$ cat config.mk
export PLATFORM = sky130hd
export DESIGN_NAME = dit_ram
export DESIGN_NICKNAME = d
export VERILOG_FILES = /design/src/design/dit_ram.sv
export SDC_FILE = /design/constraint.sdc
export NUM_CORES = 1
export LEC_CHECK = 0
export ABC_AREA = 1
export BUFFER_PORTS_ARGS = -buffer_cell sky130_fd_sc_hd__buf_2
export CORE_MARGIN = 3
export CORE_UTILIZATION = 41
export CTS_BUF_LIST = sky130_fd_sc_hd__clkbuf_4
export CTS_CLUSTER_DIAMETER = 200
export DETAILED_ROUTE_END_ITERATION = 10
export PLACE_DENSITY = 0.57
export SLEW_MARGIN = 20
export SYNTH_ARGS = -nofsm -noshare
export SYNTH_HDL_FRONTEND = slang
export SYNTH_SLANG_ARGS = --single-unit
$ cat constraint.sdc
create_clock -name clk -period 3.5 [get_ports clk]
set_input_delay 0.7 -clock clk [delete_from_list [all_inputs] [get_ports clk]]
set_output_delay 0.7 -clock clk [all_outputs]
set_load 0.05 [all_outputs]
$ cat src/design/dit_ram.sv
module dit_ram #(
  parameter int WIDTH = 8,
  parameter int DEPTH = 32
) (
  input  logic                     clk,
  input  logic                     we,
  input  logic [$clog2(DEPTH)-1:0] waddr,
  input  logic [WIDTH-1:0]         wdata,
  input  logic [$clog2(DEPTH)-1:0] raddr,
  output logic [WIDTH-1:0]         rdata
);

  logic [WIDTH-1:0] mem [DEPTH];
  logic [WIDTH-1:0] rdata_r;

  always_ff @(posedge clk) begin
    if (we) begin
      mem[waddr] <= wdata;
    end
    rdata_r <= mem[raddr];
  end

  assign rdata = rdata_r;

endmodule

# ---- Word level (Yosys, flattened, before mapping)
# Memories as Yosys holds them, arrays and structs flattened. A register that Yosys moved wholly into a read port is not among the register bits.
# Cells that the tools add are included.
dict set report classes {
  n_mux 2
}
# operator count
set ops {}
lappend ops {{$mux 1} 2}
dict set report totals {
  out_inout_bits 8
  word_cells 3
  inputBits 20
  register_bits 0
  ramBits 256
  n_memories 1
}
# name depth word_bits read_ports rd_clocked_by_memory_dff write_ports line_no
set mem_list {}
lappend mem_list {mem 32 8 1 1 1 13} ;# logic [WIDTH-1:0] mem [DEPTH];

# ---- Depth between registers and ports, before layout
dict set report logic_depth {
  depth_word 2
  ltp_mapped 11
  depth_no_buf 9
}

# ---- Least setup slack after synthesis
# Ideal clock, no wire load.
dict set report synth_path {
  path_kind {input to register}
  startpoint {input waddr[0]}
  endpoint {memory mem[0][0], enable pin}
  stages 3
  arrival_ns 1.364
  slack_ns 1.766
  n_path_buf 0
  setup_ns 0.370
  t_required_ns 3.130
  cell_sequence {inv_1 nand3_1 nor2_1}
}
# element line_no
set synth_lines {}
lappend synth_lines {{start, declared} 7} ;# input logic [$clog2(DEPTH)-1:0] waddr,
lappend synth_lines {{end, declared} 13}
# Straight into the memory's write port.

# ---- Worst setup path after layout
dict set report layout_path {
  startpoint {register rdata_r[4], in the netlist rdata[4], read port of mem}
  endpoint {output rdata[4]}
}
# element line_no
set layout_lines {}
lappend layout_lines {{start, declared} 14} ;# logic [WIDTH-1:0] rdata_r;
lappend layout_lines {{end, declared} 10} ;# output logic [WIDTH-1:0] rdata
# No word-level cell between the ends.

==> reports/qor.txt <==
Worst-Skew Late Latency = 0.63 ns
fin crit period = 1.966 ns
kind of end point of the critical path = output port
Ports = 28
CTS clk-pin slew, worst paths = 0.07 ns
fraction of layout cells with a size suffix above 1 = 14.83%
fin util = 46.65%
I/O Buffers = 27
Worst path top cell family by delay = flip-flops
Slew Limit Fails = 0
syn_area_per_cell = 11.70 um^2
Worst Hold Class = input port to register
Arr. time, crit path = 1.27 ns
CP Cell Sequence = buf_2
Filler Cell Count = 2426
multi-input combinational cell area = 2492 um^2
vias = 6866
# nets final = 1001
most frequent cells in the layout = 360 x nand2_1, 256 x edfxtp_1, 204 x nand3_1
die width = 168.2 um
YS warnings = 0
H-tree depth = 3
CTS tree = built
most common cell after layout, fill and taps aside = nand2_1
Worst slew margin = 44.25%
GPL Wtd Cong = 0.7952
FF/Latch Area = 7848 um^2
design area = 11920 um^2
Cells after Synth = 922
gr usage total = 18.17%
starting density of the core = 42.23%
met2 GRT Util = 28.66%
WL/cell = 18.62 um
clk sinks = 264
Root Driver = clkbuf_4
Max Cap Violations = 0
CTS Buf Count = 69
Leakage = 4.476 nW
synthesized flop and latch total = 264
post-synth cell types = 12
period utilization = 56.18%
Final Hold Viols = 0
status = complete, no violations
met1 usage = 25.24%
grt ovf = 0
hold buffer count at CTS = 0
number of global-route vias before repair = 6967
Clock Skew = 0.03645 ns
post-route ant nets = 0
clk buf depth = 3
drt via density = 5.063
Final HPWL DP = 14230 um
largest net degree at the start of global routing = 129
met3 Use GR = 4.062%
CP max FO = 1
DRC violations left = 0
Peak Freq = 508.5 MHz
Worst EP required = 2.80 ns
Die Height = 168.2 um
antenna violations before repair = 1
Slowest-stage cell, CP = dfxtp_1
Peak VDD IR = 0.3400 mV
final setup fails = 0
Area growth syn-to-layout = 10.47%
Setup CP Type = register to output port
die area = 28290 um^2
post-CTS sizing = 0
Synth Net Count = 942
setup TNS = 0 ns
first-pass GRT wire length = 39160 um
dpl cell area = 11080 um^2
DR pass1 iterations = 5
Placeable Area = 25540 um^2
power density cells = 546.7 nW/um^2
WP buf/inv = 1
Worst Tran Pin Value = 0.8362 ns
Worst Setup Start Kind = register
delay of the slowest critical-path stage = 0.35 ns
final wirelength = 25250 um
cell area after synthesis = 10790 um^2
post-CTS setup buffers = 0
FP Rows = 58
number of DRC markers in iteration 0 = 504
most used routing layer = met2
Seq/Total Area, Yosys = 72.75%
RSZ-0062 raised after global routing = no
-- final timing paths --
check / from / to / slack, ns / cells after the start
setup reg to reg: mem[14][5] / rdata[5] / 2.24 / 8
hold / removal: raddr[4] / rdata[3] / 0.40 / 3
hold reg to reg: mem[28][4] / rdata[4] / 0.78 / 8
setup / recovery: rdata[4] / rdata[4] / 1.53 / 1
-- synth_stat cells --
| cell type | count | area, um^2 |
|---|---|---|
| clkbuf_1 | 7 | 26.28 |
| buf_6 | 24 | 270.3 |
| buf_4 | 4 | 30.03 |
| nand3_1 | 204 | 1021 |
| inv_2 | 2 | 7.510 |
| inv_1 | 8 | 30.03 |
| nor2_1 | 32 | 120.1 |
| dfxtp_1 | 8 | 160.2 |
| edfxtp_1 | 256 | 7687 |
| buf_2 | 15 | 75.07 |
| nand2_1 | 360 | 1351 |
| buf_1 | 2 | 7.510 |
-- through the flow --
| step | std cells | power (mW) | setup slack [ns] | hold slack (ns) |
|---|---|---|---|---|
| after detailed placement | 1240 | 4.045 | 1.069 | 0.7741 |
| final | 1356 | 6.515 | 1.534 | 0.4004 |
| after global routing | 1356 | 6.821 | 1.461 | 0.3677 |
| after global placement | 1240 | 4.044 | 1.083 | 0.7658 |
| after floorplan | 922 | 3.884 | 1.766 | 0.6884 |
| after CTS | 1355 | 6.590 | 1.457 | 0.3376 |
-- cell type report --
type                    count  share of cell area [%]
flip-flops and latches    264                   65.85
multi-input cells         596                   20.92
clock buffers             107                   6.741
well taps                 330                   3.465
repair buffers             40                   2.394
inverters                  10                  0.3360
clock inverters             8                  0.2730
diodes                      1                 0.02100
-- power breakdown --
group	internal (mW)	switching, mW	leakage [nW]
clock network	1.38	1.16	0.512
registers	3.51	0.0128	2.37
logic	0.107	0.341	1.59
total	5.00	1.52	4.48
-- registers in the layout, indices dropped and copies added (netlist names) --
name	count
rdata	8
mem	256
-- metal layers --
metal | part of all wire (%) | up-vias
met2 | 47 | 196
li1 | - | 3357
met3 | 6.4 | 37
met4 | 1.7 | 0
met1 | 44 | 3276
met5 | 0 | -
-- kinds of logic after synthesis --
| kind of cell | Yosys count | share of synthesized area [%] |
|---|---|---|
| buf+inv | 62 | 4.141 |
| flops | 264 | 72.75 |
| simple gates | 596 | 23.11 |
Power figures use the tool's default switching activity.
