===== src/design/dit_pkg.sv =====
package dit_pkg;

  localparam int ENTRIES = 32;
  localparam int IDX_W   = $clog2(ENTRIES);
  localparam int CNT_W   = $clog2(ENTRIES + 1);

  localparam logic [31:0] COUNT_MAX = 32'hFFFF_FFFF;

  localparam logic REQ_RECORD = 1'b0;
  localparam logic REQ_CLEAR  = 1'b1;

  typedef struct packed {
    logic [47:0] addr;
    logic [31:0] latest_ms;
    logic [31:0] created_ms;
    logic [31:0] count;
    logic [7:0]  signal;
    logic [1:0]  kind;
    logic [31:0] summary;
    logic        named;
    logic [31:0] name_tag;
  } entry_t;

  localparam int ENTRY_W = $bits(entry_t);

  typedef struct packed {
    logic               req_type;
    logic [47:0]        device_addr;
    logic [1:0]         addr_class;
    logic signed [7:0]  signal_dbm;
    logic [31:0]        now_ms;
    logic [31:0]        ad_summary;
    logic               carries_name;
    logic [31:0]        name_tag;
  } in_word_t;

  typedef struct packed {
    logic [4:0]  slot_index;
    logic        was_new;
    logic        was_evicted;
    logic [31:0] times_seen;
    logic [31:0] created_ms;
    logic        stored_has_name;
    logic [31:0] stored_name_tag;
    logic [5:0]  entries_used;
  } out_word_t;

  typedef struct packed {
    logic             init;
    logic             en;
    logic [IDX_W-1:0] idx;
    logic             slot_valid;
  } scan_ctl_t;

  typedef struct packed {
    logic             hit;
    logic [IDX_W-1:0] hit_idx;
    entry_t           hit_entry;
    logic             free_found;
    logic [IDX_W-1:0] free_idx;
    logic [IDX_W-1:0] min_idx;
  } scan_res_t;

  function automatic logic [4:0] to_slot_index(input logic [IDX_W-1:0] idx);
    logic [63:0] wide;
    wide = 64'(idx);
    return wide[4:0];
  endfunction

  function automatic logic [5:0] to_entries_used(input logic [CNT_W-1:0] cnt);
    logic [63:0] wide;
    wide = 64'(cnt);
    return wide[5:0];
  endfunction

endpackage


===== src/design/dit_scan.sv =====
module dit_scan import dit_pkg::*; (
  input  logic        clk,
  input  logic        rst_n,
  input  scan_ctl_t   ctl,
  input  logic [47:0] key,
  input  entry_t      rd_entry,
  output scan_res_t   res
);

  logic             hit_found_r;
  logic             free_found_r;
  logic [IDX_W-1:0] hit_idx_r;
  logic [IDX_W-1:0] free_idx_r;
  logic [IDX_W-1:0] min_idx_r;
  logic [31:0]      min_last_r;
  entry_t           hit_entry_r;
  logic             hit_now;
  logic             free_now;
  logic             take_min;

  assign hit_now  = ctl.slot_valid && (rd_entry.addr == key) && !hit_found_r;
  assign free_now = !ctl.slot_valid && !free_found_r;
  assign take_min = (ctl.idx == '0) || (rd_entry.latest_ms < min_last_r);

  always_ff @(posedge clk) begin
    if (!rst_n) begin
      hit_found_r  <= 1'b0;
      free_found_r <= 1'b0;
    end else if (ctl.init) begin
      hit_found_r  <= 1'b0;
      free_found_r <= 1'b0;
    end else if (ctl.en) begin
      if (hit_now) begin
        hit_found_r <= 1'b1;
      end
      if (free_now) begin
        free_found_r <= 1'b1;
      end
    end
  end

  always_ff @(posedge clk) begin
    if (ctl.en) begin
      if (hit_now) begin
        hit_idx_r   <= ctl.idx;
        hit_entry_r <= rd_entry;
      end
      if (free_now) begin
        free_idx_r <= ctl.idx;
      end
      if (take_min) begin
        min_last_r <= rd_entry.latest_ms;
        min_idx_r  <= ctl.idx;
      end
    end
  end

  assign res.hit        = hit_found_r;
  assign res.hit_idx    = hit_idx_r;
  assign res.hit_entry  = hit_entry_r;
  assign res.free_found = free_found_r;
  assign res.free_idx   = free_idx_r;
  assign res.min_idx    = min_idx_r;

endmodule


===== config.mk =====
export PLATFORM = sky130hd
export DESIGN_NAME = dit_scan
export DESIGN_NICKNAME = d
export VERILOG_FILES = /design/src/design/dit_pkg.sv /design/src/design/dit_scan.sv
export SDC_FILE = /design/constraint.sdc
export NUM_CORES = 1
export LEC_CHECK = 0
export ABC_AREA = 1
export BUFFER_PORTS_ARGS = -buffer_cell sky130_fd_sc_hd__buf_2
export CORE_AREA = 2 2 198 200
export CTS_CLUSTER_SIZE = 30
export DETAILED_ROUTE_END_ITERATION = 7
export DIE_AREA = 0 0 200 202
export PLACE_DENSITY_LB_ADDON = 0.25
export SLEW_MARGIN = 40
export SYNTH_ARGS = -nofsm -noshare
export SYNTH_HDL_FRONTEND = slang
export SYNTH_SLANG_ARGS = --single-unit
export TNS_END_PERCENT = 50

===== constraint.sdc =====
create_clock -name clk -period 8.2 [get_ports clk]
set_clock_uncertainty 0.2 [all_clocks]
set_input_delay 0.82 -clock clk [delete_from_list [all_inputs] [get_ports clk]]
set_output_delay 0.82 -clock clk [all_outputs]
set_load 0.005 [all_outputs]

== Word-level counts from Yosys, hierarchy flattened ==
Index checks and enable logic that the tools add are counted.
W data, S select, Z words.
Word-level totals
  bits in registers: 268
  output and inout port bits: 236
Operators by class
  order comparisons: 1
  eq/ne operators: 1
  bitwise logic cells: 1
  reduce and logical (&&, ||, !) cells: 12
Operators by type and width (count)
  $eq A48 B48 Y1: 1
  $lt A32 B32 Y1: 1
  $reduce_and A2 Y1: 3
  $logic_not A5 Y1: 1
  $logic_and A1 B1 Y1: 3
  $logic_not A1 Y1: 3
  $reduce_or A2 Y1: 1
  $logic_or A1 B1 Y1: 1
  $not A1 Y1: 1

== Depth between registers and ports, before layout ==
  word-level depth: 4
  depth in mapped cells: 13
  gate-level depth less buffers: 13

== Worst setup path after synthesis ==
Ideal clock, no wire load.
  path kind: input to register
  start: input key[33]
  end: register hit_idx_r[0], enable pin
  library setup time: 0.576 ns
  data arrival time: 5.733 ns
  data required time: 7.424 ns
  slack: 1.691 ns
  cell stages on the path: 6
  cell sequence: xor2_1 -> nor3_2 -> nand3_1 -> nor2_2 -> nand2_2 -> inv_1
Between the ends
  word-level cells in the longest chain between the ends: 4
RTL lines
  start, declared: RTL line dit_scan.sv:5  | input logic [47:0] key,
  $eq A48 B48 Y1: RTL line dit_scan.sv:21  | assign hit_now = ctl.slot_valid && (rd_entry.addr == key) && !hit_found_r;
  $logic_and A1 B1 Y1 (2 in a row): RTL line dit_scan.sv:21
  $reduce_and A2 Y1 (no line)
  end signal, assigned: RTL line dit_scan.sv:45  | hit_idx_r <= ctl.idx;
  end, declared: RTL line dit_scan.sv:12  | logic [IDX_W-1:0] hit_idx_r;
Every way passes these cells.
A chain may end at the register's enable or synchronous reset.

== Final worst setup path ==
  start: input key[12]
  end: register hit_entry_r, in the netlist res[129], enable pin
Between the ends
  word-level cells in the longest chain between the ends: 4
RTL lines
  $eq A48 B48 Y1: RTL line dit_scan.sv:21
  $logic_and A1 B1 Y1 (2 in a row): RTL line dit_scan.sv:21
  $reduce_and A2 Y1 (no line)
  end signal, assigned: RTL line dit_scan.sv:46  | hit_entry_r <= rd_entry;
  end, declared: RTL line dit_scan.sv:16  | entry_t hit_entry_r;
Every way passes these cells.

==> results.json <==
{
  "cp-end-kind": "flip-flop",
  "synthDistinctLibCells": 26,
  "static-leakage-power_nw": 5.78,
  "grtUsageMet1_pct": 13.1,
  "number_of_global_route_vias_before_repair": 6230,
  "firstDrtPassIters": 4,
  "routed_via_density": 3.86,
  "tritoncts.num_buffers": 29,
  "final_layout_size_suffix_gt1_share_pct": 52.9,
  "final_period_minus_worst_setup_slack_ns": 2.95,
  "ant_nets": 0,
  "die-area_mm2": 0.0404,
  "setup_repair_after_global_routing_missed_its_margin": "false",
  "top_library_cells_by_usage_in_the_layout_fill_and_taps_aside": "512 x sky130_fd_sc_hd__buf_2, 266 x sky130_fd_sc_hd__edfxtp_1, 48 x sky130_fd_sc_hd__inv_1, 48 x sky130_fd_sc_hd__nand2_1, 31 x sky130_fd_sc_hd__ha_1",
  "cts.hold.buffers_added": 0,
  "total_vias_in_the_final_route": 6179,
  "worst_ep_required_time_ns": 8.17,
  "grt_first_pass_wirelength_mm": 36.3,
  "synthDominantAreaCellType": "sky130_fd_sc_hd__edfxtp_1",
  "timing.final.setup_violations": 0,
  "cts.root.buffer_cell": "sky130_fd_sc_hd__clkbuf_16",
  "io_buffer_count": 512,
  "r2r_cells": 8,
  "die_y_um": 202,
  "post_cts_setup_buffer_count": 0,
  "ys_seq_area_share_pct": 84.1,
  "mostFrequentLayoutCell": "sky130_fd_sc_hd__buf_2",
  "outcome": "completed",
  "regToRegStartpoint": "hit_found_r",
  "num_io_pins": 513,
  "wire_per_inst_um": 16.1,
  "criticalPathCategory": "input pin to flip-flop",
  "clkTransAtPathRegs_ns": 0.06,
  "worst_setup_path_startpoint": "key[12]",
  "cts_resized": 0,
  "power_density_mw_per_mm2": 219,
  "mappedNetlistNets": 823,
  "timing.slew.headroom_pct": 54.5,
  "vdd_ir_drop_max_uv": 125,
  "die_x_um": 200,
  "drc": 0,
  "post-route-period-util_pct": 35.9,
  "worst-path-max-fanout": 84,
  "area.growth.synth_to_final_pct": 44.2,
  "worst-endpoint-arrival_ns": 2.92,
  "fmax_mhz": 339,
  "drt-initial-drc-count": 197,
  "final-max-slew-violation-count": 0,
  "layout.nets": 1368,
  "global_route.overflow_total": 0,
  "drv.max_cap_violation_count": 0,
  "hp-start": "rd_entry[99]",
  "synthesis.yosys.warnings": 0,
  "power.total_mw": 3.02,
  "groute.usage.overall_pct": 12.0,
  "floorplan.rows": 72,
  "post_synth_main_area_contributors": "sky130_fd_sc_hd__edfxtp_1 84%, sky130_fd_sc_hd__ha_1 4.1%, sky130_fd_sc_hd__xnor2_1 2.3%",
  "ffs_latches_synth": 268,
  "globalRouteMet3Util_pct": 3.92,
  "gp_congestion": 0.872,
  "top_usage_layer": "met2",
  "grt_max_degree": 85,
  "mappedNetlistArea_mm2": 0.00954,
  "post-synth-top-area-fraction_pct": 83.7,
  "holdCritPathClass": "input pin to flip-flop",
  "number_of_clock_sinks": 268,
  "clock_tree.buffer_depth": 3,
  "fin_setup_tns_ns": 0,
  "totalWireLength_mm": 25.7,
  "grt_antenna_before_repair": 0,
  "mean_syn_cell_area_um2": 18.5,
  "crit_path_start_kind": "input pin",
  "initial_utilization_pct": 24.9,
  "n_antenna_cell": 0,
  "grt_use_met2_pct": 21.5,
  "deepest_level_of_the_cts_h_tree": 1,
  "tightest_slew_ns": 0.682,
  "cts_tree": "done",
  "final_hold_viol_count": 0,
  "floorplan.core_area_mm2": 0.0383,
  "dp.final_hpwl_mm": 20.2,
  "min_path_cells": 1,
  "worstSkewPairLatency_ns": 0.54,
  "syn-instance-count": 515
}
-- Yosys cell counts (all sizes together) --
library cell,number
a211oi,1
a21oi,16
a22o,1
buf,2
dfxtp,2
edfxtp,266
ha,31
inv,52
nand2,49
nand3,5
nand3b,1
nand4,6
nor2,29
nor3,6
o21ai,6
o22ai,3
xnor2,26
xor2,13
-- per-stage QoR --
step	util (%)	hold WS [ns]	area (µm²)	worst slack (ns)	instances
floorplan	-	0.254	9540	1.69	515
global placement	33.4	0.301	12800	4.45	1547
detailed placement	33.4	0.302	12800	4.51	1547
CTS	35.9	0.215	13800	5.10	1599
global route	35.9	0.210	13800	5.06	1599
finish	35.9	0.251	13800	5.25	1599
-- cell families (layout without fill, tap and decap cells) --
group | count (synthesis) | in the layout | share of synthesized area (%)
flip-flops | 268 | 268 | 84.1
AND/OR/NAND/NOR | 96 | 96 | 4.35
AO/OA/AOI/OAI | 27 | 27 | 1.61
XOR/XNOR | 39 | 39 | 3.66
buffers and inverters | 54 | 620 | 2.20
adder cells (fa/ha/maj) | 31 | 31 | 4.06
-- worst paths after layout --
check | slack (ns) | to
setup reg to reg | 5.50 | res[129]
setup / recovery | 5.25 | res[129]
hold reg to reg | 0.31 | hit_found_r
hold / removal | 0.25 | res[110]
-- cell type report --
type                    instances  area, µm²
repair buffers                516       2600
flip-flops and latches        268       8030
multi-input cells             193       1320
clock buffers                  33        741
fillers                      3721      24500
inverters                      52        203
clock inverters                19        223
well taps                     518        648
-- power breakdown --
part	internal (mW)	switching, mW
Sequential	1.52	0.00376
Combinational	0.0831	0.0849
Clock	0.802	0.520
Total	2.41	0.609
-- worst max-delay path: stages --
cell,delay [ns]
sky130_fd_sc_hd__buf_2,0.10
sky130_fd_sc_hd__xnor2_1,0.18
sky130_fd_sc_hd__nand4_1,0.11
sky130_fd_sc_hd__nor2_1,0.21
sky130_fd_sc_hd__nand2_1,0.09
sky130_fd_sc_hd__nor2_2,0.12
sky130_fd_sc_hd__nand2_2,0.12
sky130_fd_sc_hd__inv_8,0.42
sky130_fd_sc_hd__buf_6,0.62
-- state kept, by name, indices dropped and copies added, names as in the netlist --
signal / flops
min_last_r: 32
free_idx_r: 5
free_found_r: 1
hit_found_r: 1
res: 219
min_idx_r: 5
hit_idx_r: 5
-- metal layers --
layer / part of all wire, % / vias to the layer above
met5: 0 / -
met4: 2.6 / 0
met3: 10 / 46
met2: 50 / 314
met1: 37 / 2845
li1: - / 2974
(Power assumes the default switching activity.)
